`config.mk`:
```
export PLATFORM = sky130hd
export DESIGN_NAME = hjd_back
export DESIGN_NICKNAME = d
export VERILOG_FILES = /design/src/hw/rtl/hjd_pkg.sv /design/src/hw/rtl/hjd_back.sv
export SDC_FILE = /design/constraint.sdc
export NUM_CORES = 1
export LEC_CHECK = 0
export ABC_CLOCK_PERIOD_IN_PS = 9400
export BUFFER_PORTS_ARGS = -buffer_cell sky130_fd_sc_hd__buf_4
export CORE_MARGIN = 2
export CORE_UTILIZATION = 35
export DETAILED_ROUTE_END_ITERATION = 12
export RECOVER_POWER = 25
export SLEW_MARGIN = 20
export SYNTH_ARGS = -nofsm -noshare
export SYNTH_HDL_FRONTEND = slang
export SYNTH_SLANG_ARGS = --single-unit
```
`constraint.sdc`:
```
create_clock -name clock -period 9.4 [get_ports clock]
set_input_delay 0 -clock clock [delete_from_list [all_inputs] [get_ports clock]]
set_output_delay 0 -clock clock [all_outputs]
set_load 0.01 [all_outputs]
```
`src/hw/rtl/hjd_pkg.sv`:
```
// shared types, constants and jamo lookup tables for the hangul jamo decomposer
// no dependencies; imported by every module of the block
package hjd_pkg;

   localparam int unsigned RunMax     = 5;
   localparam int unsigned QueueDepth = 4;

   localparam logic [15:0] SylFirst  = 16'hAC00;
   localparam logic [15:0] SylLast   = 16'hD7A3;
   localparam logic [15:0] CmpCFirst = 16'h3131;
   localparam logic [15:0] CmpCLast  = 16'h314E;
   localparam logic [15:0] CmpVFirst = 16'h314F;
   localparam logic [15:0] CmpVLast  = 16'h3163;
   localparam logic [15:0] CnjLFirst = 16'h1100;
   localparam logic [15:0] CnjLLast  = 16'h1112;
   localparam logic [15:0] CnjVFirst = 16'h1161;
   localparam logic [15:0] CnjVLast  = 16'h1175;
   localparam logic [15:0] CnjTFirst = 16'h11A8;
   localparam logic [15:0] CnjTLast  = 16'h11C2;

   // off / 588 == (off * 28533) >> 24 for every syllable offset
   localparam logic [14:0] RecipPerL  = 15'd28533;
   localparam int unsigned PerLShift  = 24;
   localparam logic [9:0]  SylPerL    = 10'd588;
   // rest / 28 == (rest * 586) >> 14 for rest < 588
   localparam logic [9:0]  RecipPerV  = 10'd586;
   localparam int unsigned PerVShift  = 14;
   localparam logic [9:0]  SylPerV    = 10'd28;

   typedef logic [15:0] unit_type;
   typedef logic [4:0]  index_type;
   typedef logic [2:0]  count_type;

   typedef enum logic [2:0] {
      CLS_OTHER,
      CLS_SYL,
      CLS_CMP_C,
      CLS_CMP_V,
      CLS_CNJ_L,
      CLS_CNJ_V,
      CLS_CNJ_T
   } jamo_class_type;

   typedef struct packed {
      unit_type a;
      unit_type b;
   } jamo_pair_type;

   typedef struct packed {
      unit_type [RunMax-1:0] units;
      count_type             count;
   } run_type;

   typedef struct packed {
      jamo_class_type cls;
      unit_type       code;
      logic [13:0]    off;
      index_type      idx;
      index_type      li;
      logic [9:0]     rest;
      index_type      vi;
   } front_stage_type;

   function automatic unit_type initial_jamo(input index_type i);
      unit_type u;
      case (i)
         5'd0:  u = 16'h3131;
         5'd1:  u = 16'h3132;
         5'd2:  u = 16'h3134;
         5'd3:  u = 16'h3137;
         5'd4:  u = 16'h3138;
         5'd5:  u = 16'h3139;
         5'd6:  u = 16'h3141;
         5'd7:  u = 16'h3142;
         5'd8:  u = 16'h3143;
         5'd9:  u = 16'h3145;
         5'd10: u = 16'h3146;
         5'd11: u = 16'h3147;
         5'd12: u = 16'h3148;
         5'd13: u = 16'h3149;
         5'd14: u = 16'h314A;
         5'd15: u = 16'h314B;
         5'd16: u = 16'h314C;
         5'd17: u = 16'h314D;
         5'd18: u = 16'h314E;
         default: u = '0;
      endcase
      return u;
   endfunction

   function automatic jamo_pair_type medial_jamo(input index_type i);
      jamo_pair_type p;
      case (i)
         5'd0:  p = '{16'h314F, 16'h0000};
         5'd1:  p = '{16'h3150, 16'h0000};
         5'd2:  p = '{16'h3151, 16'h0000};
         5'd3:  p = '{16'h3152, 16'h0000};
         5'd4:  p = '{16'h3153, 16'h0000};
         5'd5:  p = '{16'h3154, 16'h0000};
         5'd6:  p = '{16'h3155, 16'h0000};
         5'd7:  p = '{16'h3156, 16'h0000};
         5'd8:  p = '{16'h3157, 16'h0000};
         5'd9:  p = '{16'h3157, 16'h314F};
         5'd10: p = '{16'h3157, 16'h3150};
         5'd11: p = '{16'h3157, 16'h3163};
         5'd12: p = '{16'h315B, 16'h0000};
         5'd13: p = '{16'h315C, 16'h0000};
         5'd14: p = '{16'h315C, 16'h3153};
         5'd15: p = '{16'h315C, 16'h3154};
         5'd16: p = '{16'h315C, 16'h3163};
         5'd17: p = '{16'h3160, 16'h0000};
         5'd18: p = '{16'h3161, 16'h0000};
         5'd19: p = '{16'h3161, 16'h3163};
         5'd20: p = '{16'h3163, 16'h0000};
         default: p = '0;
      endcase
      return p;
   endfunction

   function automatic jamo_pair_type final_jamo(input index_type i);
      jamo_pair_type p;
      case (i)
         5'd1:  p = '{16'h3131, 16'h0000};
         5'd2:  p = '{16'h3132, 16'h0000};
         5'd3:  p = '{16'h3131, 16'h3145};
         5'd4:  p = '{16'h3134, 16'h0000};
         5'd5:  p = '{16'h3134, 16'h3148};
         5'd6:  p = '{16'h3134, 16'h314E};
         5'd7:  p = '{16'h3137, 16'h0000};
         5'd8:  p = '{16'h3139, 16'h0000};
         5'd9:  p = '{16'h3139, 16'h3131};
         5'd10: p = '{16'h3139, 16'h3141};
         5'd11: p = '{16'h3139, 16'h3142};
         5'd12: p = '{16'h3139, 16'h3145};
         5'd13: p = '{16'h3139, 16'h314C};
         5'd14: p = '{16'h3139, 16'h314D};
         5'd15: p = '{16'h3139, 16'h314E};
         5'd16: p = '{16'h3141, 16'h0000};
         5'd17: p = '{16'h3142, 16'h0000};
         5'd18: p = '{16'h3142, 16'h3145};
         5'd19: p = '{16'h3145, 16'h0000};
         5'd20: p = '{16'h3146, 16'h0000};
         5'd21: p = '{16'h3147, 16'h0000};
         5'd22: p = '{16'h3148, 16'h0000};
         5'd23: p = '{16'h314A, 16'h0000};
         5'd24: p = '{16'h314B, 16'h0000};
         5'd25: p = '{16'h314C, 16'h0000};
         5'd26: p = '{16'h314D, 16'h0000};
         5'd27: p = '{16'h314E, 16'h0000};
         default: p = '0;
      endcase
      return p;
   endfunction

   function automatic jamo_pair_type consonant_jamo(input index_type i);
      jamo_pair_type p;
      case (i)
         5'd0:  p = '{16'h3131, 16'h0000};
         5'd1:  p = '{16'h3132, 16'h0000};
         5'd2:  p = '{16'h3131, 16'h3145};
         5'd3:  p = '{16'h3134, 16'h0000};
         5'd4:  p = '{16'h3134, 16'h3148};
         5'd5:  p = '{16'h3134, 16'h314E};
         5'd6:  p = '{16'h3137, 16'h0000};
         5'd7:  p = '{16'h3138, 16'h0000};
         5'd8:  p = '{16'h3139, 16'h0000};
         5'd9:  p = '{16'h3139, 16'h3131};
         5'd10: p = '{16'h3139, 16'h3141};
         5'd11: p = '{16'h3139, 16'h3142};
         5'd12: p = '{16'h3139, 16'h3145};
         5'd13: p = '{16'h3139, 16'h314C};
         5'd14: p = '{16'h3139, 16'h314D};
         5'd15: p = '{16'h3139, 16'h314E};
         5'd16: p = '{16'h3141, 16'h0000};
         5'd17: p = '{16'h3142, 16'h0000};
         5'd18: p = '{16'h3143, 16'h0000};
         5'd19: p = '{16'h3142, 16'h3145};
         5'd20: p = '{16'h3145, 16'h0000};
         5'd21: p = '{16'h3146, 16'h0000};
         5'd22: p = '{16'h3147, 16'h0000};
         5'd23: p = '{16'h3148, 16'h0000};
         5'd24: p = '{16'h3149, 16'h0000};
         5'd25: p = '{16'h314A, 16'h0000};
         5'd26: p = '{16'h314B, 16'h0000};
         5'd27: p = '{16'h314C, 16'h0000};
         5'd28: p = '{16'h314D, 16'h0000};
         5'd29: p = '{16'h314E, 16'h0000};
         default: p = '0;
      endcase
      return p;
   endfunction

endpackage

```
`src/hw/rtl/hjd_back.sv`:
```
// back end: serializes one jamo run into single units, one per cycle while rsp_pop takes each
// depends on hjd_pkg; drains hjd_queue
module hjd_back import hjd_pkg::*; (
   input  logic     clock,
   input  logic     reset,
   input  logic     q_empty,
   input  run_type  q_run,
   output logic     q_pop,
   output unit_type rsp_jamo_unit,
   output logic     rsp_run_last,
   output logic     rsp_empty,
   input  logic     rsp_pop
);

   run_type   cur_ff;
   count_type idx_ff, idx_in;
   logic      valid_ff, valid_in;
   logic      last;

   assign last          = (idx_ff == cur_ff.count - 3'd1);
   assign rsp_empty     = !valid_ff;
   assign rsp_jamo_unit = cur_ff.units[idx_ff];
   assign rsp_run_last  = last;

   // load the next run as the last beat of this one leaves, or when no run is held
   assign q_pop = !q_empty && (!valid_ff || (rsp_pop && last));

   always_comb begin
      valid_in = valid_ff;
      idx_in   = idx_ff;
      if (q_pop) begin
         valid_in = 1'b1;
         idx_in   = '0;
      end else if (valid_ff && rsp_pop) begin
         if (last) begin
            valid_in = 1'b0;
         end else begin
            idx_in = idx_ff + 3'd1;
         end
      end
   end

   always_ff @(posedge clock) begin
      if (reset) begin
         valid_ff <= 1'b0;
         idx_ff   <= '0;
      end else begin
         valid_ff <= valid_in;
         idx_ff   <= idx_in;
      end
   end

   always_ff @(posedge clock) begin
      if (q_pop) cur_ff <= q_run;
   end

   a_run_len: assert property (@(posedge clock) disable iff (reset)
      valid_ff |-> (cur_ff.count != '0 && cur_ff.count <= 3'(RunMax)))
      else $error("run length out of range");

   a_idx_in_run: assert property (@(posedge clock) disable iff (reset)
      valid_ff |-> (idx_ff < cur_ff.count))
      else $error("beat index past end of run");

   a_hold_beat: assert property (@(posedge clock) disable iff (reset)
      (valid_ff && !rsp_pop) |=> (valid_ff && $stable(idx_ff)))
      else $error("unaccepted beat moved");

endmodule

```
# ---- Yosys cells after proc, flatten, opt, wreduce, memory -nomap -nowiden
# Index checks and enable logic that the tools add are counted.
dict set report word_totals {
  reg_bits 87
  latch_bits 0
  mem_bits_rw 0
  rom_bits 0
  input_bits 87
  output_inout_bits 19
  wordCells 29
  n_memories 0
}
dict set report op_classes {
  n_addsub 2
  n_mul 0
  n_div 0
  order_cmp 1
  eq_ne 1
  shift 0
  muxes 5
  bitwise 1
  n_reduce_logical 11
}
# operator count
set op_table {}
lappend op_table {{16-bit binary-select mux with 3-bit select} 1}
lappend op_table {{16-bit two-way mux} 1}
lappend op_table {{3-bit by 4-bit < comparator with 1-bit output (second input constant)} 1}
lappend op_table {{2-bit AND reduction} 2}
lappend op_table {{2-bit nonzero test} 2}
lappend op_table {{3-bit by 1-bit adder with 3-bit output (second input constant)} 1}
lappend op_table {{3-bit equality test} 1}
lappend op_table {{1-bit logical AND} 3}
lappend op_table {{1-bit two-way mux} 3}
lappend op_table {{3-bit by 1-bit subtractor with 3-bit output (second input constant)} 1}
lappend op_table {{1-bit zero test} 2}
lappend op_table {{2-bit OR reduction} 1}
lappend op_table {{1-bit logical OR} 1}
lappend op_table {{1-bit NOT} 1}

# ---- Logic depth before layout (Yosys ltp)
# Gate-level depths: netlist of run 1.
dict set report depth {
  depth_word 7
  depth_mapped 6
  ltp_nobuf 6
}

# ---- Least setup slack after synthesis of run 1
# OpenSTA, ideal clock, no wires.
dict set report synth_timing {
  path_kind {register to register}
  start {register cur_ff[0] (netlist name)}
  end {register cur_ff[0] (netlist name), enable pin}
  setup_ps 466
  t_arrival_ps 3494
  t_required_ps 8934
  setup_slack_ps 5440
  stages_incl_launch_ff 6
  path_buffers 0
  synth_period_minus_slack_ps 3960
  path_cell_list {edfxtp_1 > inv_1 > ha_1 > xor2_4 > a41oi_2 > nor2_2}
}
dict set report synth_via {
  elab_chain_len 5
}
# element line_no
set synth_lines {}
lappend synth_lines {{start, declared} hjd_back.sv:15} ;# run_type cur_ff;
lappend synth_lines {{start signal, assigned} hjd_back.sv:54} ;# if (q_pop) cur_ff <= q_run;
lappend synth_lines {{3-bit by 1-bit subtractor with 3-bit output} hjd_back.sv:20} ;# assign last = (idx_ff == cur_ff.count - 3'd1);
lappend synth_lines {{3-bit equality test} hjd_back.sv:20}
lappend synth_lines {{1-bit logical AND} hjd_back.sv:26} ;# assign q_pop = !q_empty && (!valid_ff || (rsp_pop && last));
lappend synth_lines {{1-bit logical OR} hjd_back.sv:26}
lappend synth_lines {{1-bit logical AND} hjd_back.sv:26}
lappend synth_lines {{via q_pop} hjd_back.sv:8} ;# output logic q_pop,
# The timed path passes the listed nets, and every way through them passes these cells.
# A chain may end at the register's enable or synchronous reset.

# ---- Final worst setup path of run 1
dict set report layout_timing {
  start {register idx_ff[2]}
  end {register cur_ff[57] (netlist name), enable pin}
}
dict set report layout_via {
  elab_chain_len 4
}
# element line_no
set layout_lines {}
lappend layout_lines {{start, declared} hjd_back.sv:16} ;# count_type idx_ff, idx_in;
lappend layout_lines {{start signal, assigned} hjd_back.sv:49} ;# idx_ff <= idx_in;
lappend layout_lines {{3-bit equality test} hjd_back.sv:20}
lappend layout_lines {{1-bit logical AND} hjd_back.sv:26}
lappend layout_lines {{1-bit logical OR} hjd_back.sv:26}
lappend layout_lines {{1-bit logical AND} hjd_back.sv:26}
# No other way between the ends.

==> impl_metrics.ini, run 1 <==
[floorplanning]
rows = 36
io_pins = 106
die-height_um = 104
fp.dieW_um = 104
dieArea_mm2 = 0.0108
core_mm2 = 0.00973
initial_core_util = 0.358

[routing]
drtIter0Drc = 160
routed_wire_length_per_instance_um = 14.9
drtPass1Iterations = 4
via_per_inst = 4.35
drc = 0
wl_um = 7750
vias = 2263
drt.antenna.violating_nets = 0

[grt]
grt_max_degree = 88
grt_pass1_vias = 2449
grt.overflow.total = 0
grtUsageTotal = 0.149
grt_pass1_wl_um = 12100
antenna_found_initial = 0

[place]
hpwl_um = 4590
portBuffers = 105
place_congestion = 0.712

[cells_and_area]
area_growth_pct = 56.9
layout_common_cells = dlygate4sd3_1 (85), edfxtp_1 (83), buf_4 (60)
fill_cells = 825
layout-drive-gt1-share = 0.364
num_antenna_cells = 0
final_common_cell = dlygate4sd3_1
fin_nets = 471
fin_util = 0.561

[worst_setup_path]
r2r_end = cur_ff[57]
crit_chain = xnor3_2 -> a41oi_2 -> nor2_4 -> buf_4 -> buf_16
slowest_delay_ns = 0.80
worst_setup_path_start_kind = register
crit_type = reg2reg
cpMaxStageDelayCell = dfxtp_1
r2r_cells = 5
required_ns = 9.43
ff2ff_setup_slack_ns = 6.73
critPathArrivalTime_ns = 2.69
path_delay_family = flip-flops
worstPathBufferInverterCount = 2
endpoint_kind = register
cp_max_fo = 49
reg2reg_from = idx_ff[2]

[timing]
setup_tns_ns = 0
clock_skew_ns = 0.0111
max_freq_mhz = 375
layout_min_cycle_time_ns = 2.67
rsz0062_at_grt = no
tightest_slew_ns = 0.789
slew_violations = 0
fin_crit_sh = 0.284
slew_headroom = 0.474
hold_viol = 0
finalSetupViolCount = 0

[clocking]
cts_root_buffer = clkbuf_8
cts_sinks = 87
clkLatencyLatePin_ns = 0.35
cts_tree = yes
postCtsSetupBuffers = 0
cts_buffers = 9
clockBufferDepth = 2
htree_levels = 3
cts.clk_slew.worst_paths_ns = 0.08

[logic_synthesis]
synth_seq_cells = 87
syn_inst = 185
ys_seq_area_frac = 0.739
ys_types = 27
synth-edff-count = 83
netlist_area_mm2 = 0.00348
async_flop_share = 0
synth_nets = 274
yosys_warnings = 0
synth_ff_type = edfxtp_1
syn_avg_cell_area_um2 = 18.8

[worst_hold_path]
min_path_type = in2reg
hp-start = rsp_pop
hold_path_end = idx_ff[2]
min_path_cells = 4

[power_and_ir_drop]
finalPower_uw = 798
ir_drop_mv = 0.120
p_leak_nw = 2.10
power.density_mw_per_mm2 = 146

[run]
cap_violations = 0

[run_status]
status = finished clean
==> area by class of cell <==
cell class / count / area, µm² / area share
sequential: 87 / 2570 / 0.471
timing repair buffer: 193 / 1680 / 0.307
clock buffer: 9 / 124 / 0.0227
multi-input combinational: 71 / 793 / 0.145
tap: 133 / 166 / 0.0305
inverter: 20 / 75.1 / 0.0138
clock inverter: 7 / 48.8 / 0.00894
==> report_power, final <==
group / internal (mW) / switching, mW / total [mW]
combinational: 0.0692 / 0.0401 / 0.109
sequential: 0.451 / 0.00804 / 0.460
clock: 0.0964 / 0.133 / 0.229
total: 0.617 / 0.181 / 0.798
==> through the flow <==
step	cells	setup WS, ns	hold slack, ns	area, µm²
2_1_floorplan	185	5.44	0.0691	3480
3_3_place_gp	418	6.67	0.179	4410
3_5_place_dp	418	6.58	0.179	4410
4_1_cts	519	6.32	0.0543	5430
5_1_grt	520	6.58	0.119	5460
6_report	520	6.73	0.0832	5460
==> kinds of logic after synthesis <==
| group | synth area share |
|---|---|
| compound gates | 0.0439 |
| xor+xnor | 0.0277 |
| fa+ha+maj | 0.00719 |
| buf+inv | 0.0360 |
| flops | 0.739 |
| mux | 0.114 |
| simple gates | 0.0320 |
==> registers in the layout (all words and copies together) (netlist names) <==
| name | cells |
|---|---|
| valid_ff | 1 |
| idx_ff | 3 |
| cur_ff | 83 |
==> per-layer routing <==
layer	track usage	vias up	wire [µm]
li1	-	1103	-
met1	0.167	1090	2990
met2	0.269	60	4280
met3	0.0365	10	353
met4	0.0618	0	119
met5	0	-	0
==> cells in the mapped netlist (2+ instances only) <==
cell | count | area (µm²)
buf_6 | 2 | 22.5
inv_1 | 20 | 75.1
xor2_4 | 2 | 55.1
o21ai_0 | 16 | 80.1
clkbuf_1 | 2 | 7.51
ha_1 | 2 | 25.0
dfxtp_1 | 4 | 80.1
mux4_1 | 7 | 184
xnor2_1 | 2 | 17.5
nor3_1 | 2 | 10.0
mux4_2 | 9 | 203
edfxtp_1 | 83 | 2490
nand2_1 | 19 | 71.3
buf_4 | 2 | 15.0
==> worst min-delay path, delay by kind of cell <==
family,cells,cell delay (ns)
and+or+nand+nor,2,0.22
AOI/OAI and AO/OA,1,0.06
buffers and inverters,1,0.10
==> worst max-delay path by stage <==
| stage | cells past startpoint | end | startpoint | slack [ns] |
|---|---|---|---|---|
| detailed placement | 4 | cur_ff[61] | idx_ff[2] | 6.58 |
| finish | 5 | cur_ff[57] | idx_ff[2] | 6.73 |
| global route | 5 | cur_ff[31] | idx_ff[2] | 6.58 |
| floorplan | 5 | cur_ff[0] | cur_ff[0] | 5.44 |
| global placement | 4 | cur_ff[38] | idx_ff[2] | 6.67 |
| CTS | 5 | q_pop | idx_ff[2] | 6.32 |
==> what timing repair did <==
item                                    CTS  global route
hold buffers                             85             0
endpoints found under the hold margin    87             0
endpoints found under the setup margin    0             0
gates resized for setup                   0             0
(Power assumes the default switching activity.)
==> run 2: changes to the inputs <==
--- a/config.mk
+++ b/config.mk
@@ -5,7 +5,8 @@
 export SDC_FILE = /design/constraint.sdc
 export NUM_CORES = 1
 export LEC_CHECK = 0
-export ABC_CLOCK_PERIOD_IN_PS = 9400
+export ABC_AREA = 1
+export ABC_CLOCK_PERIOD_IN_PS = 2500
 export BUFFER_PORTS_ARGS = -buffer_cell sky130_fd_sc_hd__buf_4
 export CORE_MARGIN = 2
 export CORE_UTILIZATION = 35
==> constraint.sdc (replaced) <==
create_clock -name clock -period 2.5 [get_ports clock]
set_input_delay 0 -clock clock [delete_from_list [all_inputs] [get_ports clock]]
set_output_delay 0 -clock clock [all_outputs]
set_load 0.01 [all_outputs]
==> run 2 against run 1 <==
Flip-flop and latch count unchanged. Total power grew to 4.2 times the previous value. Design area is 2.2% higher. Sequential power grew to 3.7 times the previous value. Sequential share of layout area decreased by 1.0 points. Worst hold slack got worse by 0.0048 ns. Via count increased by 20%. Area after synthesis rose by 0.32%. Critical endpoint is now q_pop. Largest cell class unchanged. Largest power group unchanged.
==> impl_metrics.ini, run 2 <==
[run_status]
status = finished clean

[routing]
vias = 2708
drt.antenna.violating_nets = 0
drtIter0Drc = 101
dr_wl_met2_um = 4710
drc = 0
wl_um = 8710
routed_wire_length_per_instance_um = 14.5
drtPass1Iterations = 5
highest_layer = met4
met1_length_um = 3460
via_per_inst = 4.51
wl_met3_um = 373

[cells_and_area]
area_growth_pct = 59.8
layout_common_cells = dlygate4sd3_1 (85), edfxtp_1 (83), nand2_1 (79)
reg_top3 = cur_ff x83, idx_ff x3, valid_ff x1
fin_nets = 552
largest_reg_flops = 83
layout-drive-gt1-share = 0.308
final_cell_count_no_fill = 601
final_area_mm2 = 0.00558
num_antenna_cells = 0
regMostFlops = cur_ff
final_common_cell = dlygate4sd3_1
fin_util = 0.573

[logic_synthesis]
async_flop_share = 0
synth_top_family_by_area = simple AND/OR/NAND/NOR gates
synth_seq_cells = 87
synth.area.mux_share = 0
netlist_area_mm2 = 0.00349
synth_common_cells = edfxtp_1 (83), nand2_1 (81), nand3_1 (38), a32o_1 (16), inv_1 (14)
yosys_warnings = 0
synth_compound_gate_area_share = 0.0473
yosysTopAreaCell = edfxtp_1
ys_types = 20
synthSimpleGateAreaFrac = 0.166
synth_ff_type = edfxtp_1
synth_top_area_frac = 0.714
synth-xor-area-share = 0.00251
yosys-top-cells-area = edfxtp_1 (71%), nand2_1 (8.7%), nand3_1 (5.4%), a32o_1 (4.6%), dfxtp_1 (2.3%)
yosysMostFrequentCell = edfxtp_1
synth-edff-count = 83
synth_fa_ha_area_frac = 0.00717
synth_nets = 355
syn_inst = 266
ys_seq_area_frac = 0.737
syn_avg_cell_area_um2 = 13.1

[timing]
slew_headroom = 0.499
layout_min_cycle_time_ns = 2.14
worst_slack_ns = 0.365
fin_crit_sh = 0.854
slew_violations = 0
clock_skew_ns = 0.00844
max_freq_mhz = 468
hold_viol = 0
setup_tns_ns = 0
tightest_slew_ns = 0.749
finalSetupViolCount = 0
rsz0062_at_grt = no

[clocking]
cts.clk_slew.worst_paths_ns = 0.08
clockBufferDepth = 2
cts_sinks = 87
cts_tree = yes
cts_buffers = 9
postCtsSetupBuffers = 0
clkLatencyLatePin_ns = 0.34
cts_root_buffer = clkbuf_8
htree_levels = 3

[grt]
grt_pass1_wl_um = 13700
grt_max_degree = 58
grt_pass1_vias = 2863
grt.overflow.total = 0
grtUsageTotal = 0.166
antenna_found_initial = 0

[worst_hold_path]
min_path_type = in2reg

[worst_setup_path]
worst_setup_path_start_kind = register
r2r_cells = 11
critPathArrivalTime_ns = 2.14
crit_type = reg2out
cp_max_fo = 57
endpoint_kind = output port
endpoint = q_pop
reg2reg_from = cur_ff[0]
ff2ff_setup_slack_ns = 0.52
crit_start = cur_ff[0]
required_ns = 2.50
r2r_end = cur_ff[21]

[floorplanning]
core_mm2 = 0.00973
dieArea_mm2 = 0.0108
io_pins = 106
initial_core_util = 0.359
rows = 36
die-height_um = 104
fp.dieW_um = 104

[place]
dp_cells = 500
portBuffers = 105
place_congestion = 0.837
dpl_cell_area_mm2 = 0.00447
hpwl_um = 5470
place_worst_setup_slack_ns = 0.521

[power_and_ir_drop]
p_leak_nw = 2.26
ir_drop_mv = 0.355
power.density_mw_per_mm2 = 608

[run]
cap_violations = 0
-- run 2: changes by cell type in the layout (fill, tap and decap cells not counted), sizes merged, moves of 4 or more --
cell,change
nand2,+68
nand3,+37
a32o,+16
mux4,-16
o21ai,-16
buf,+5
inv,-5
bufinv,+4
-- run 2: where the power goes --
part	switching, mW	internal (mW)
sequential	0.0221	1.70
clock	0.474	0.764
combinational	0.178	0.255
-- run 2: layer usage --
layer  vias up  global-route usage
met1      1269               0.187
met2        79               0.304
met5         -                   0
met4         0              0.0579
li1       1344                   -
met3        16              0.0432
-- run 2: worst min-delay path by stage --
stage               startpoint         end  slack [ns]  cells past startpoint
detailed placement    q_run[7]   cur_ff[7]        0.18                      1
finish                 q_empty   idx_ff[1]        0.08                      5
global route           q_empty   idx_ff[0]        0.10                      5
CTS                    q_empty   idx_ff[1]        0.07                      5
global placement     q_run[47]  cur_ff[47]        0.18                      1
floorplan                reset    valid_ff        0.07                      1
-- run 2: cells by family (layout without fill, tap and decap cells) --
logic type,count (synthesis),in the layout
xor+xnor,1,1
buf+inv,29,231
flops,87,87
simple gates,130,130
compound gates,17,17
fa+ha+maj,2,2
-- run 2: timing repair --
action / CTS / global route
gates resized for setup: 0 / 0
endpoints found under the hold margin: 87 / 0
hold buffers: 85 / 0
-- run 2: stage by stage --
stage,total power [mW],hold WS [ns]
finish,3.39,0.0784
floorplan,1.90,0.0691
detailed placement,2.09,0.179
CTS,3.42,0.0685
global placement,2.08,0.179
global route,3.52,0.103
-- run 2: critical path, stage by stage (launching register included) --
cell and delay, ns:
edfxtp_1 0.36, inv_2 0.06, ha_4 0.27, inv_2 0.03
nand2_1 0.06, nand2_2 0.07, nor2_4 0.11, nand3_1 0.08
nand2_1 0.10, nand2_2 0.08, clkinvlp_4 0.09, buf_12 0.27
buf_4 0.18
-- run 2: layout make-up --
cell class              instances  area [µm²]
flip-flops and latches         87        2570
inverters                      17        70.1
clock buffers                  10         128
clock inverters                 6         133
fillers                       830        4150
repair buffers                198        1710
well taps                     133         166
multi-input cells             150         797
