**src/hw/rtl/hjd_pkg.sv**
```systemverilog
// shared types, constants and jamo lookup tables for the hangul jamo decomposer
// no dependencies; imported by every module of the block
package hjd_pkg;

   localparam int unsigned RunMax     = 5;
   localparam int unsigned QueueDepth = 4;

   localparam logic [15:0] SylFirst  = 16'hAC00;
   localparam logic [15:0] SylLast   = 16'hD7A3;
   localparam logic [15:0] CmpCFirst = 16'h3131;
   localparam logic [15:0] CmpCLast  = 16'h314E;
   localparam logic [15:0] CmpVFirst = 16'h314F;
   localparam logic [15:0] CmpVLast  = 16'h3163;
   localparam logic [15:0] CnjLFirst = 16'h1100;
   localparam logic [15:0] CnjLLast  = 16'h1112;
   localparam logic [15:0] CnjVFirst = 16'h1161;
   localparam logic [15:0] CnjVLast  = 16'h1175;
   localparam logic [15:0] CnjTFirst = 16'h11A8;
   localparam logic [15:0] CnjTLast  = 16'h11C2;

   // off / 588 == (off * 28533) >> 24 for every syllable offset
   localparam logic [14:0] RecipPerL  = 15'd28533;
   localparam int unsigned PerLShift  = 24;
   localparam logic [9:0]  SylPerL    = 10'd588;
   // rest / 28 == (rest * 586) >> 14 for rest < 588
   localparam logic [9:0]  RecipPerV  = 10'd586;
   localparam int unsigned PerVShift  = 14;
   localparam logic [9:0]  SylPerV    = 10'd28;

   typedef logic [15:0] unit_type;
   typedef logic [4:0]  index_type;
   typedef logic [2:0]  count_type;

   typedef enum logic [2:0] {
      CLS_OTHER,
      CLS_SYL,
      CLS_CMP_C,
      CLS_CMP_V,
      CLS_CNJ_L,
      CLS_CNJ_V,
      CLS_CNJ_T
   } jamo_class_type;

   typedef struct packed {
      unit_type a;
      unit_type b;
   } jamo_pair_type;

   typedef struct packed {
      unit_type [RunMax-1:0] units;
      count_type             count;
   } run_type;

   typedef struct packed {
      jamo_class_type cls;
      unit_type       code;
      logic [13:0]    off;
      index_type      idx;
      index_type      li;
      logic [9:0]     rest;
      index_type      vi;
   } front_stage_type;

   function automatic unit_type initial_jamo(input index_type i);
      unit_type u;
      case (i)
         5'd0:  u = 16'h3131;
         5'd1:  u = 16'h3132;
         5'd2:  u = 16'h3134;
         5'd3:  u = 16'h3137;
         5'd4:  u = 16'h3138;
         5'd5:  u = 16'h3139;
         5'd6:  u = 16'h3141;
         5'd7:  u = 16'h3142;
         5'd8:  u = 16'h3143;
         5'd9:  u = 16'h3145;
         5'd10: u = 16'h3146;
         5'd11: u = 16'h3147;
         5'd12: u = 16'h3148;
         5'd13: u = 16'h3149;
         5'd14: u = 16'h314A;
         5'd15: u = 16'h314B;
         5'd16: u = 16'h314C;
         5'd17: u = 16'h314D;
         5'd18: u = 16'h314E;
         default: u = '0;
      endcase
      return u;
   endfunction

   function automatic jamo_pair_type medial_jamo(input index_type i);
      jamo_pair_type p;
      case (i)
         5'd0:  p = '{16'h314F, 16'h0000};
         5'd1:  p = '{16'h3150, 16'h0000};
         5'd2:  p = '{16'h3151, 16'h0000};
         5'd3:  p = '{16'h3152, 16'h0000};
         5'd4:  p = '{16'h3153, 16'h0000};
         5'd5:  p = '{16'h3154, 16'h0000};
         5'd6:  p = '{16'h3155, 16'h0000};
         5'd7:  p = '{16'h3156, 16'h0000};
         5'd8:  p = '{16'h3157, 16'h0000};
         5'd9:  p = '{16'h3157, 16'h314F};
         5'd10: p = '{16'h3157, 16'h3150};
         5'd11: p = '{16'h3157, 16'h3163};
         5'd12: p = '{16'h315B, 16'h0000};
         5'd13: p = '{16'h315C, 16'h0000};
         5'd14: p = '{16'h315C, 16'h3153};
         5'd15: p = '{16'h315C, 16'h3154};
         5'd16: p = '{16'h315C, 16'h3163};
         5'd17: p = '{16'h3160, 16'h0000};
         5'd18: p = '{16'h3161, 16'h0000};
         5'd19: p = '{16'h3161, 16'h3163};
         5'd20: p = '{16'h3163, 16'h0000};
         default: p = '0;
      endcase
      return p;
   endfunction

   function automatic jamo_pair_type final_jamo(input index_type i);
      jamo_pair_type p;
      case (i)
         5'd1:  p = '{16'h3131, 16'h0000};
         5'd2:  p = '{16'h3132, 16'h0000};
         5'd3:  p = '{16'h3131, 16'h3145};
         5'd4:  p = '{16'h3134, 16'h0000};
         5'd5:  p = '{16'h3134, 16'h3148};
         5'd6:  p = '{16'h3134, 16'h314E};
         5'd7:  p = '{16'h3137, 16'h0000};
         5'd8:  p = '{16'h3139, 16'h0000};
         5'd9:  p = '{16'h3139, 16'h3131};
         5'd10: p = '{16'h3139, 16'h3141};
         5'd11: p = '{16'h3139, 16'h3142};
         5'd12: p = '{16'h3139, 16'h3145};
         5'd13: p = '{16'h3139, 16'h314C};
         5'd14: p = '{16'h3139, 16'h314D};
         5'd15: p = '{16'h3139, 16'h314E};
         5'd16: p = '{16'h3141, 16'h0000};
         5'd17: p = '{16'h3142, 16'h0000};
         5'd18: p = '{16'h3142, 16'h3145};
         5'd19: p = '{16'h3145, 16'h0000};
         5'd20: p = '{16'h3146, 16'h0000};
         5'd21: p = '{16'h3147, 16'h0000};
         5'd22: p = '{16'h3148, 16'h0000};
         5'd23: p = '{16'h314A, 16'h0000};
         5'd24: p = '{16'h314B, 16'h0000};
         5'd25: p = '{16'h314C, 16'h0000};
         5'd26: p = '{16'h314D, 16'h0000};
         5'd27: p = '{16'h314E, 16'h0000};
         default: p = '0;
      endcase
      return p;
   endfunction

   function automatic jamo_pair_type consonant_jamo(input index_type i);
      jamo_pair_type p;
      case (i)
         5'd0:  p = '{16'h3131, 16'h0000};
         5'd1:  p = '{16'h3132, 16'h0000};
         5'd2:  p = '{16'h3131, 16'h3145};
         5'd3:  p = '{16'h3134, 16'h0000};
         5'd4:  p = '{16'h3134, 16'h3148};
         5'd5:  p = '{16'h3134, 16'h314E};
         5'd6:  p = '{16'h3137, 16'h0000};
         5'd7:  p = '{16'h3138, 16'h0000};
         5'd8:  p = '{16'h3139, 16'h0000};
         5'd9:  p = '{16'h3139, 16'h3131};
         5'd10: p = '{16'h3139, 16'h3141};
         5'd11: p = '{16'h3139, 16'h3142};
         5'd12: p = '{16'h3139, 16'h3145};
         5'd13: p = '{16'h3139, 16'h314C};
         5'd14: p = '{16'h3139, 16'h314D};
         5'd15: p = '{16'h3139, 16'h314E};
         5'd16: p = '{16'h3141, 16'h0000};
         5'd17: p = '{16'h3142, 16'h0000};
         5'd18: p = '{16'h3143, 16'h0000};
         5'd19: p = '{16'h3142, 16'h3145};
         5'd20: p = '{16'h3145, 16'h0000};
         5'd21: p = '{16'h3146, 16'h0000};
         5'd22: p = '{16'h3147, 16'h0000};
         5'd23: p = '{16'h3148, 16'h0000};
         5'd24: p = '{16'h3149, 16'h0000};
         5'd25: p = '{16'h314A, 16'h0000};
         5'd26: p = '{16'h314B, 16'h0000};
         5'd27: p = '{16'h314C, 16'h0000};
         5'd28: p = '{16'h314D, 16'h0000};
         5'd29: p = '{16'h314E, 16'h0000};
         default: p = '0;
      endcase
      return p;
   endfunction

endpackage

```
**src/hw/rtl/hjd_queue.sv**
```systemverilog
// short queue of finished jamo runs between front and back ends
// depends on hjd_pkg
module hjd_queue import hjd_pkg::*; (
   input  logic    clock,
   input  logic    reset,
   input  logic    push,
   input  run_type push_run,
   output logic    full,
   input  logic    pop,
   output run_type pop_run,
   output logic    empty
);

   localparam int unsigned PtrW = $clog2(QueueDepth);
   localparam int unsigned CntW = $clog2(QueueDepth + 1);

   run_type         mem_ff [QueueDepth];
   logic [PtrW-1:0] wr_ptr_ff, rd_ptr_ff;
   logic [CntW-1:0] count_ff, count_in;
   logic            do_push, do_pop;

   assign full    = (count_ff == CntW'(QueueDepth));
   assign empty   = (count_ff == '0);
   assign do_push = push && !full;
   assign do_pop  = pop && !empty;
   assign pop_run = mem_ff[rd_ptr_ff];

   always_comb begin
      count_in = count_ff;
      if (do_push && !do_pop) begin
         count_in = count_ff + CntW'(1);
      end else if (do_pop && !do_push) begin
         count_in = count_ff - CntW'(1);
      end
   end

   always_ff @(posedge clock) begin
      if (reset) begin
         wr_ptr_ff <= '0;
         rd_ptr_ff <= '0;
         count_ff  <= '0;
      end else begin
         if (do_push) wr_ptr_ff <= wr_ptr_ff + PtrW'(1);
         if (do_pop)  rd_ptr_ff <= rd_ptr_ff + PtrW'(1);
         count_ff <= count_in;
      end
   end

   always_ff @(posedge clock) begin
      if (do_push) mem_ff[wr_ptr_ff] <= push_run;
   end

   a_count_bound: assert property (@(posedge clock) disable iff (reset)
      count_ff <= CntW'(QueueDepth))
      else $error("queue count past depth");

   a_ptr_gap: assert property (@(posedge clock) disable iff (reset)
      (wr_ptr_ff - rd_ptr_ff) == count_ff[PtrW-1:0])
      else $error("queue pointers disagree with count");

endmodule

```
**config.mk**
```make
export PLATFORM = sky130hd
export DESIGN_NAME = hjd_queue
export DESIGN_NICKNAME = d
export VERILOG_FILES = /design/src/hw/rtl/hjd_pkg.sv /design/src/hw/rtl/hjd_queue.sv
export SDC_FILE = /design/constraint.sdc
export NUM_CORES = 1
export LEC_CHECK = 0
export BUFFER_PORTS_ARGS = -buffer_cell sky130_fd_sc_hd__buf_2
export CAP_MARGIN = 20
export CORE_MARGIN = 2
export CORE_UTILIZATION = 45
export CTS_BUF_LIST = sky130_fd_sc_hd__clkbuf_16
export CTS_CLUSTER_SIZE = 16
export DETAILED_ROUTE_END_ITERATION = 10
export SYNTH_ARGS = -nofsm -noshare
export SYNTH_HDL_FRONTEND = slang
export SYNTH_SLANG_ARGS = --single-unit
```
**constraint.sdc**
```tcl
create_clock -name clock -period 3.5 [get_ports clock]
set_input_delay 0.35 -clock clock [delete_from_list [all_inputs] [get_ports clock]]
set_output_delay 0.35 -clock clock [all_outputs]
set_load 0.03 [all_outputs]
```
Word level (Yosys, flattened, before mapping)
Memories as Yosys holds them, arrays and structs flattened. A register that Yosys moved wholly into a read port is not among the register bits.
Cells that the tools add are included.

cells by class
  multiplexer cells = 6
  add/subtract/negate cells = 4
  reductions and logical operators = 10
  equal/unequal tests = 1

operator list
  cell                                               number
  2-to-1 mux 3 bit                                   2
  adder 2 x 1 -> 2 bit (second input constant)       2
  logical AND 1 bit                                  4
  zero test 1 bit                                    4
  2-to-1 mux 2 bit                                   2
  adder 3 x 1 -> 3 bit (second input constant)       1
  == test 3 bit (second input constant)              1
  zero test 3 bit                                    1
  subtractor 3 x 1 -> 3 bit (second input constant)  1
  2-to-1 mux 1 bit                                   2
  nonzero test 2 bit                                 1

storage, ports and cells
  memories = 1
  register bits after elaboration = 7
  word-level logic and storage cells = 25
  input bits = 87
  memory bits (writable) = 332

memories
  name    depth  width  rd ports  clocked after memory_dff  write ports  RTL line         RTL
  mem_ff  4      83     1         1                         1            hjd_queue.sv:17  run_type mem_ff [QueueDepth];

Logic depth before layout (Yosys ltp)
Gate-level depths: netlist of the first run.

  depth after elaboration = 7
  mapped depth = 8
  mapped depth without buffers = 8

Least setup slack after synthesis of the first run
No wires, ideal clock.

  path type = reg-to-reg
  from = reg count_ff[0]
  to = mem mem_ff[2][0] (netlist bit) (enable)
  arrival time = 2.833 ns
  stages on the path, launching flop included = 4
  path slack = 0.216 ns
  data required time = 3.049 ns
  cell sequence = dfxtp_1 -> nor3b_2 -> nor2_1 -> and2_1

on the way
  longest elaborated chain between the ends = 5

RTL lines
  what                                    RTL line         RTL
  start, declared                         hjd_queue.sv:19  logic [CntW-1:0] count_ff, count_in;
  start signal, assigned                  hjd_queue.sv:45  count_ff <= count_in;
  == test 3 bit                           hjd_queue.sv:22  assign full = (count_ff == CntW'(QueueDepth));
  via full                                hjd_queue.sv:8   output logic full,
  zero test 1 bit                         hjd_queue.sv:24  assign do_push = push && !full;
  logical AND 1 bit                       hjd_queue.sv:24
  via do_push                             hjd_queue.sv:20  logic do_push, do_pop;
  2-to-1 mux 1 bit                        hjd_queue.sv:50  if (do_push) mem_ff[wr_ptr_ff] <= push_run;
  2-to-1 mux 1 bit (not written as such)  hjd_queue.sv:50
  end, declared                           hjd_queue.sv:17

The timed path passes the listed nets, and every way through them passes these cells.

==> impl_metrics.ini, run 1 <==
[cts]
clkTransAtPathRegs_ns = 0.06
htreeDepth = 2
cts_tree = built
clockBufferDepth = 3
cts-resized-gates = 0
cts_setup_buffers = 0
cts_buffers = 36
cts.sinks = 341
clkLatencyLatePin_ns = 0.50
cts-root-buf = clkbuf_16
hold_buffers = 0

[placed_design]
dp.cells = 981
detailed_place_hpwl_microns = 13200
place_congestion = 0.745
portBuffers = 171

[power_and_ir_drop]
power.total_w = 0.0116
intPower_w = 0.00813
leakage_nw = 5.00
pwr-share-clk_pct = 29.7
combPwrFrac_pct = 26.7
switchingPower_w = 0.00347
peakVddDrop_mv = 0.634
p_per_area_nw_per_um2 = 783
switching_share_pct = 29.9
seq_power_share_pct = 43.6

[route]
viasPerCell = 5.30
num_vias = 5514
routedWlPerCell_microns = 21.7
wirelength_microns = 22500
dr.pass1.iters = 4
ant_nets = 0
drc = 0
drt_iter0_drc = 430

[synthesis]
ys_seq_elements = 341
synth_xor_area_share_pct = 0.282
synth_fp_nets = 574
yosysSeqAreaShare_pct = 81.6
synth.mux.area_fraction_pct = 15.2
synth-simple-area-share_pct = 0.724
ys_types = 21
synth_adder_area_share_pct = 0.664
postSynthCellCount = 481
synth-compound-area-share_pct = 0.292
synth_area_sq_um = 12400
syn_avg_cell_area_sq_um = 25.9
synth_top_family_by_area = multiplexers
yosysWarnings = 0

[timing]
clock_skew_ns = 0.0178
setup_viol = 0
slew_headroom_pct = 47.8
hold_viol = 0
holdWs_ns = 0.0623
worstMarginPinSlew_ns = 0.783
rsz0062_at_grt = false
timing.final.crit_share_pct = 75.7
fmax_mhz = 377
fin_setup_tns_ns = 0
slew_violations = 0
fin_crit_ns = 2.65

[global_route]
overflow = 0
antenna_found_initial = 3
grt_max_degree = 53
grt_pass1_wl_microns = 33800
track_usage_pct = 15.5
grt_pass1_vias = 5887

[setup_path]
timing.rr.start = count_ff[0]
endpoint_kind = primary output
cp-start-kind = flip-flop
r2r_cells = 8
path_class = flip-flop to primary output
r2r_end = count_ff[2]
regToRegSetupSlack_ns = 1.12
crit_path_max_fanout = 50
worstPathRequired_ns = 3.15
critPathArrivalTime_ns = 2.30

[layout]
stdcell_count = 1041
synthToLayoutAreaGrowth_pct = 19.0
drive_above_1_share_pct = 44.9
nets = 771
fillers = 2067

[run_status]
status = finished clean

[floorplanning]
rows = 60
initial_utilization_pct = 46.0
die_w_microns = 170
core_area_sq_um = 27000
die_h_microns = 170
dieArea_sq_um = 29000
pin_count = 172

[worst_hold_path]
hold_class = input port to flip-flop
hp-start = push_run[71]
hold_end = mem_ff[0][71]
worstHoldPathCells = 1

[flow_run]
maxCapViolCount = 0
kinds of logic after synthesis:
| logic type | count (synthesis) |
|---|---|
| AND/OR/NAND/NOR | 16 |
| buffers and inverters | 23 |
| AO/OA/AOI/OAI | 6 |
| flip-flops | 341 |
| XOR/XNOR | 4 |
| multiplexers | 85 |
| adder cells (fa/ha/maj) | 6 |
cell usage in the layout (no fill, tap or decap), drive strengths merged:
| master | Yosys | layout |
|---|---|---|
| mux4 | 83 | 83 |
| clkbuf | 2 | 37 |
| o31ai | 1 | 1 |
| nor2 | 6 | 6 |
| or3 | 2 | 2 |
| and2 | 4 | 4 |
| clkinv | 0 | 10 |
| xor2 | 4 | 4 |
| bufinv | 0 | 2 |
| diode | 0 | 1 |
| o21ai | 2 | 2 |
| nor3b | 1 | 1 |
| buf | 17 | 178 |
| nand2b | 2 | 2 |
| mux2i | 2 | 2 |
| ha | 5 | 5 |
| dfxtp | 9 | 9 |
| edfxtp | 332 | 332 |
| nor3 | 1 | 1 |
| fa | 1 | 1 |
| inv | 4 | 14 |
| o311ai | 1 | 1 |
| a21oi | 2 | 2 |
synth_stat cells:
cell type,number,area [sq um]
edfxtp_1,332,9970
mux4_2,83,1870
buf_2,9,45.0
dfxtp_1,9,180
buf_6,8,90.1
nor2_1,6,22.5
ha_1,5,62.6
and2_1,4,25.0
inv_1,4,15.0
xor2_1,4,35.0
a21oi_1,2,10.0
clkbuf_1,2,7.51
mux2i_1,2,20.0
nand2b_1,2,12.5
o21ai_0,2,10.0
or3_1,2,12.5
fa_1,1,20.0
nor3_1,1,5.00
nor3b_2,1,12.5
o311ai_0,1,8.76
o31ai_1,1,7.51
per-stage QoR:
step / util, % / area [sq um] / setup slack, ns
finish: 54.8 / 14800 / 0.850
global route: 54.8 / 14800 / 0.725
CTS: 54.8 / 14800 / 0.771
detailed placement: 50.8 / 13700 / 1.14
global placement: 50.8 / 13700 / 1.28
floorplan: - / 12400 / 0.216
power by group through the flow:
| stage | registers [W] | clock network, W | logic [W] |
|---|---|---|---|
| after global routing | 0.00510 | 0.00369 | 0.00329 |
| after global placement | 0.00512 | 0 | 0.00312 |
| final | 0.00506 | 0.00345 | 0.00309 |
| after detailed placement | 0.00515 | 0 | 0.00316 |
| after CTS | 0.00507 | 0.00353 | 0.00317 |
| after floorplan | 0.00509 | 0 | 0.00236 |
cell type report:
class / count / area (sq um) / area share [%]
multi-input cells: 117 / 2140 / 14.5
clock buffers: 37 / 926 / 6.25
flip-flops and latches: 341 / 10200 / 68.6
repair buffers: 178 / 996 / 6.72
clock inverters: 22 / 144 / 0.972
well taps: 341 / 427 / 2.88
diodes: 1 / 2.50 / 0.0169
inverters: 4 / 15.0 / 0.101
worst max-delay path by stage:
stage,startpoint,end,slack (ns),depth (start not counted)
2_1_floorplan,count_ff[0],mem_ff[2][0],0.22,3
3_3_place_gp,count_ff[0],mem_ff[0][73],1.28,4
3_5_place_dp,count_ff[0],count_ff[2],1.14,8
4_1_cts,flip-flop,pop_run[82],0.77,3
5_1_grt,flip-flop,pop_run[82],0.73,3
6_report,flip-flop,pop_run[82],0.85,3
registers in the layout (all words and copies together), names as in the netlist, named ones only:
signal     count
mem_ff       332
rd_ptr_ff      2
count_ff       3
wr_ptr_ff      2
routing by layer:
| metal | wire [microns] | vias up | GRT usage (%) | part of all wire [%] |
|---|---|---|---|---|
| met5 | 21 | - | 0 | 0.093 |
| met4 | 360 | 4 | 3.49 | 1.6 |
| met3 | 1620 | 36 | 4.93 | 7.2 |
| met2 | 10800 | 147 | 25.6 | 48 |
| met1 | 9700 | 2872 | 20.5 | 43 |
| li1 | - | 2455 | - | - |
critical path: stages (launching register included):
cell	delay (ns)
dfxtp_4	0.86
buf_12	0.32
mux4_2	0.38
buf_2	0.20
Power figures use the tool's default switching activity.
==> inputs of run 2 (changes only) <==
- clock period: 3.5 -> 2.5 ns (I/O delays scaled with it)
==> impl_metrics.ini, run 2 (synthesis results as in run 1) <==
[global_route]
grt_max_degree = 48
antenna_found_initial = 0
overflow = 0
grt_pass1_vias = 6482
track_usage_pct = 16.1
grt_pass1_wl_microns = 35300

[route]
viasPerCell = 5.23
ant_nets = 0
drt_iter0_drc = 378
dr.pass1.iters = 6
drc = 0
num_vias = 5938
met3WireLength_microns = 1480
wirelength_microns = 23000
highest_layer = met4
routedWlPerCell_microns = 20.3
m1WireLength_microns = 9680
wl_met2_microns = 11500

[timing]
timing.final.crit_share_pct = 95.4
hold_viol = 0
slew_headroom_pct = 70.2
setup_slack_ns = 0.115
clock_skew_ns = 0.0165
fin_crit_ns = 2.39
slew_violations = 0
fmax_mhz = 419
worstMarginPinSlew_ns = 0.441
setup_viol = 0
rsz0062_at_grt = true
holdWs_ns = 0.0285

[flow_run]
maxCapViolCount = 0

[cts]
cts-root-buf = clkbuf_16
cts_buffers = 36
clkLatencyLatePin_ns = 0.50
cts_tree = built
cts.sinks = 341
cts_setup_buffers = 0
clockBufferDepth = 3
htreeDepth = 2
clkTransAtPathRegs_ns = 0.06

[floorplanning]
dieArea_sq_um = 29000
rows = 60
die_h_microns = 170
initial_utilization_pct = 46.0
die_w_microns = 170
pin_count = 172
core_area_sq_um = 27000

[setup_path]
crit_chain = buf_16 > mux4_2 > buf_2
r2r_cells = 7
critPathArrivalTime_ns = 2.14
crit_path_max_fanout = 33
worstPathRequired_ns = 2.25
cp-start-kind = flip-flop
path_class = flip-flop to primary output
critPathBufInv = 2
cpLargestDelayFamily = multiplexers
endpoint_kind = primary output
max_stage_delay_ns = 0.58
timing.rr.start = count_ff[1]
path_depth = 3
cp_slowest_cell = mux4_2

[layout]
final_cell_mix = 332 x edfxtp_1, 170 x buf_2, 83 x mux4_2, 83 x dlygate4sd3_1, 38 x clkbuf_16
largest_reg_flops = 332
nets = 861
insertedDiodeCount = 0
top_regs = mem_ff x332, count_ff x3
stdcell_count = 1135
fillers = 1960
layout_commonest_cell = edfxtp_1
synthToLayoutAreaGrowth_pct = 27.7
regMostFlops = mem_ff
drive_above_1_share_pct = 40.7

[run_status]
status = finished clean

[power_and_ir_drop]
leakage_nw = 5.45
power.total_w = 0.0168
p_per_area_nw_per_um2 = 1060
peakVddDrop_mv = 0.654

[worst_hold_path]
hp-start = reset
worstHoldPathCells = 2
hold_class = input port to flip-flop

[placed_design]
portBuffers = 171
place_congestion = 0.693
preCtsSetupSlack_ns = 0.355
dp.cells = 987
detailed_place_hpwl_microns = 13000
==> run 2: cell count changes in the layout (fill, tap and decap cells not counted), moves of 2 or more <==
| cell | change |
|---|---|
| bufinv_16 | +3 |
| clkinv_1 | +3 |
| buf_12 | +3 |
| buf_16 | +2 |
| dlygate4sd3_1 | +83 |
| clkinv_2 | -2 |
==> run 2: stage by stage <==
step	setup TNS (ns)	util [%]	cell area (sq um)
finish	0	58.8	15900
global route	-0.000994	58.8	15900
CTS	0	58.6	15800
detailed placement	0	51.2	13800
global placement	0	51.2	13800
floorplan	0	-	12400
==> run 2: timing repair <==
action / CTS / global route
hold endpoints to repair: 332 / 0
resized for setup: 0 / 3
endpoints found under the setup margin: 0 / 27
hold buffers: 83 / 0
==> run 2: cell type report <==
cell class / instances / area, sq um / share of cell area, %
Clock buffer: 37 / 926 / 5.83
Inverter: 4 / 15.0 / 0.0945
Timing Repair Buffer: 268 / 1980 / 12.4
Sequential cell: 341 / 10200 / 63.9
Multi-Input combinational cell: 117 / 2140 / 13.5
Tap cell: 341 / 427 / 2.69
Clock inverter: 27 / 244 / 1.54
==> run 2: per-layer routing <==
layer,vias up,track usage [%]
met4,0,4.09
met2,168,27.7
met1,3094,20.3
li1,2647,-
met5,-,0
met3,29,4.47
==> run 2: worst paths after layout <==
kind             endpoint  slack (ns)
max           pop_run[11]        0.11
min reg2reg  wr_ptr_ff[1]        0.52
min          wr_ptr_ff[0]        0.03
max reg2reg   count_ff[2]        0.36
==> run 2: power breakdown <==
| part | total [W] | leakage, nW | internal (W) | switching, W |
|---|---|---|---|---|
| Sequential | 0.00710 | 3.12 | 0.00687 | 0.000232 |
| Combinational | 0.00452 | 1.72 | 0.00182 | 0.00270 |
| Clock | 0.00519 | 0.613 | 0.00319 | 0.00200 |
| Total | 0.0168 | 5.45 | 0.0119 | 0.00493 |
==> inputs of run 3 (changes only) <==
- BUFFER_PORTS_ARGS: -buffer_cell sky130_fd_sc_hd__buf_2 -> not set
- CAP_MARGIN: 20 -> 30
- DONT_BUFFER_PORTS: not set -> 1
- PLACE_DENSITY: not set -> 0.67
==> impl_metrics.ini, run 3 (synthesis results as in run 1) <==
[run_status]
status = finished clean

[floorplanning]
dieArea_sq_um = 29000
die_w_microns = 170
core_area_sq_um = 27000
die_h_microns = 170
initial_utilization_pct = 46.0
rows = 60
pin_count = 172

[flow_run]
maxCapViolCount = 0

[layout]
layout_commonest_cell = edfxtp_1
drive_above_1_share_pct = 24.2
design_area_sq_um = 14900
fillers = 1974
synthToLayoutAreaGrowth_pct = 19.8
top_regs = mem_ff x332, count_ff x3
stdcell_count = 963
largest_reg_flops = 332
final_cell_mix = 332 x edfxtp_1, 85 x dlygate4sd3_1, 83 x mux4_2
postLayoutCoreUtil_pct = 55.2
register_area_sq_um = 10200
regMostFlops = mem_ff
multi_input_area_sq_um = 2140
nets = 691

[timing]
setup_viol = 0
slew_violations = 0
clock_skew_ns = 0.00720
fmax_mhz = 442
timing.final.crit_share_pct = 90.5
hold_viol = 0
fin_setup_tns_ns = 0
fin_crit_ns = 2.26
rsz0062_at_grt = false
worstMarginPinSlew_ns = 0.539
slew_headroom_pct = 64.1
setup_slack_ns = 0.236

[route]
drc = 0
ant_nets = 0
routedWlPerCell_microns = 22.5
drt_iter0_drc = 365
dr.pass1.iters = 4
viasPerCell = 5.46
num_vias = 5262
wirelength_microns = 21700

[placed_design]
preCtsSetupSlack_ns = 0.313
portBuffers = 0
dp.cells = 817
detailed_place_hpwl_microns = 12300
place_congestion = 0.730
place_area_sq_um = 12900

[setup_path]
critPathArrivalTime_ns = 2.01
path_class = flip-flop to primary output
r2r_cells = 7
timing.rr.start = count_ff[0]
crit_path_max_fanout = 23
regToRegSetupSlack_ns = 0.30
worstPathRequired_ns = 2.25
endpoint_kind = primary output
cp-start-kind = flip-flop
r2r_end = count_ff[2]

[worst_hold_path]
worstHoldPathCells = 3
hold_class = input port to flip-flop
hp-start = pop

[power_and_ir_drop]
leakage_nw = 4.72
p_per_area_nw_per_um2 = 1070
peakVddDrop_mv = 0.715

[cts]
cts_buffers = 35
clockBufferDepth = 3
cts_tree = built
cts-root-buf = clkbuf_16
cts.sinks = 341
clkLatencyLatePin_ns = 0.50
clkTransAtPathRegs_ns = 0.06
htreeDepth = 2

[global_route]
grt_max_degree = 84
grt_pass1_vias = 5749
antenna_found_initial = 2
overflow = 0
track_usage_pct = 15.2
grt_pass1_wl_microns = 33000
run 3: where the power goes:
part | internal, W | switching (W) | total, W
clock | 0.00297 | 0.00197 | 0.00494
sequential | 0.00688 | 0.000178 | 0.00705
combinational | 0.00134 | 0.00258 | 0.00392
total | 0.0112 | 0.00473 | 0.0159
run 3: worst max path at each step:
stage / end / slack, ns
after floorplan: mem_ff[0][0] / 0.12
after global placement: count_ff[2] / 0.43
after detailed placement: count_ff[2] / 0.31
after CTS: pop_run[71] / 0.19
after global routing: count_ff[2] / 0.13
final: pop_run[38] / 0.24
run 3: area by class of cell:
cell class | count | share of cell area [%]
Inverter | 4 | 0.101
Sequential cell | 341 | 68.1
Clock buffer | 37 | 6.21
Antenna cell | 2 | 0.0336
Multi-Input combinational cell | 117 | 14.4
Clock inverter | 22 | 1.19
Timing Repair Buffer | 99 | 7.08
Tap cell | 341 | 2.86
run 3: timing repair:
action                                 4_1_cts  5_1_grt
resized for setup                            0        0
endpoints found under the hold margin      341        0
setup buffers                                0        0
hold buffers                                85        0
run 3: worst max-delay path: stages, from the launching register on:
cell and delay (ns):
dfxtp_4 0.59, buf_4 0.42, mux4_2 0.49
run 3: through the flow:
stage	total power (W)	hold slack (ns)
5_1_grt	0.0165	0.0514
3_3_place_gp	0.0109	0.316
2_1_floorplan	0.0104	0.349
3_5_place_dp	0.0110	0.318
4_1_cts	0.0161	0.0352
6_report	0.0159	0.0533
run 3: per-layer routing:
metal	vias to the layer above	track usage (%)	wire, microns
li1	2310	-	-
met1	2769	18.5	8530
met2	135	26.0	11200
met3	48	4.74	1430
met4	0	4.72	538
met5	-	0	0
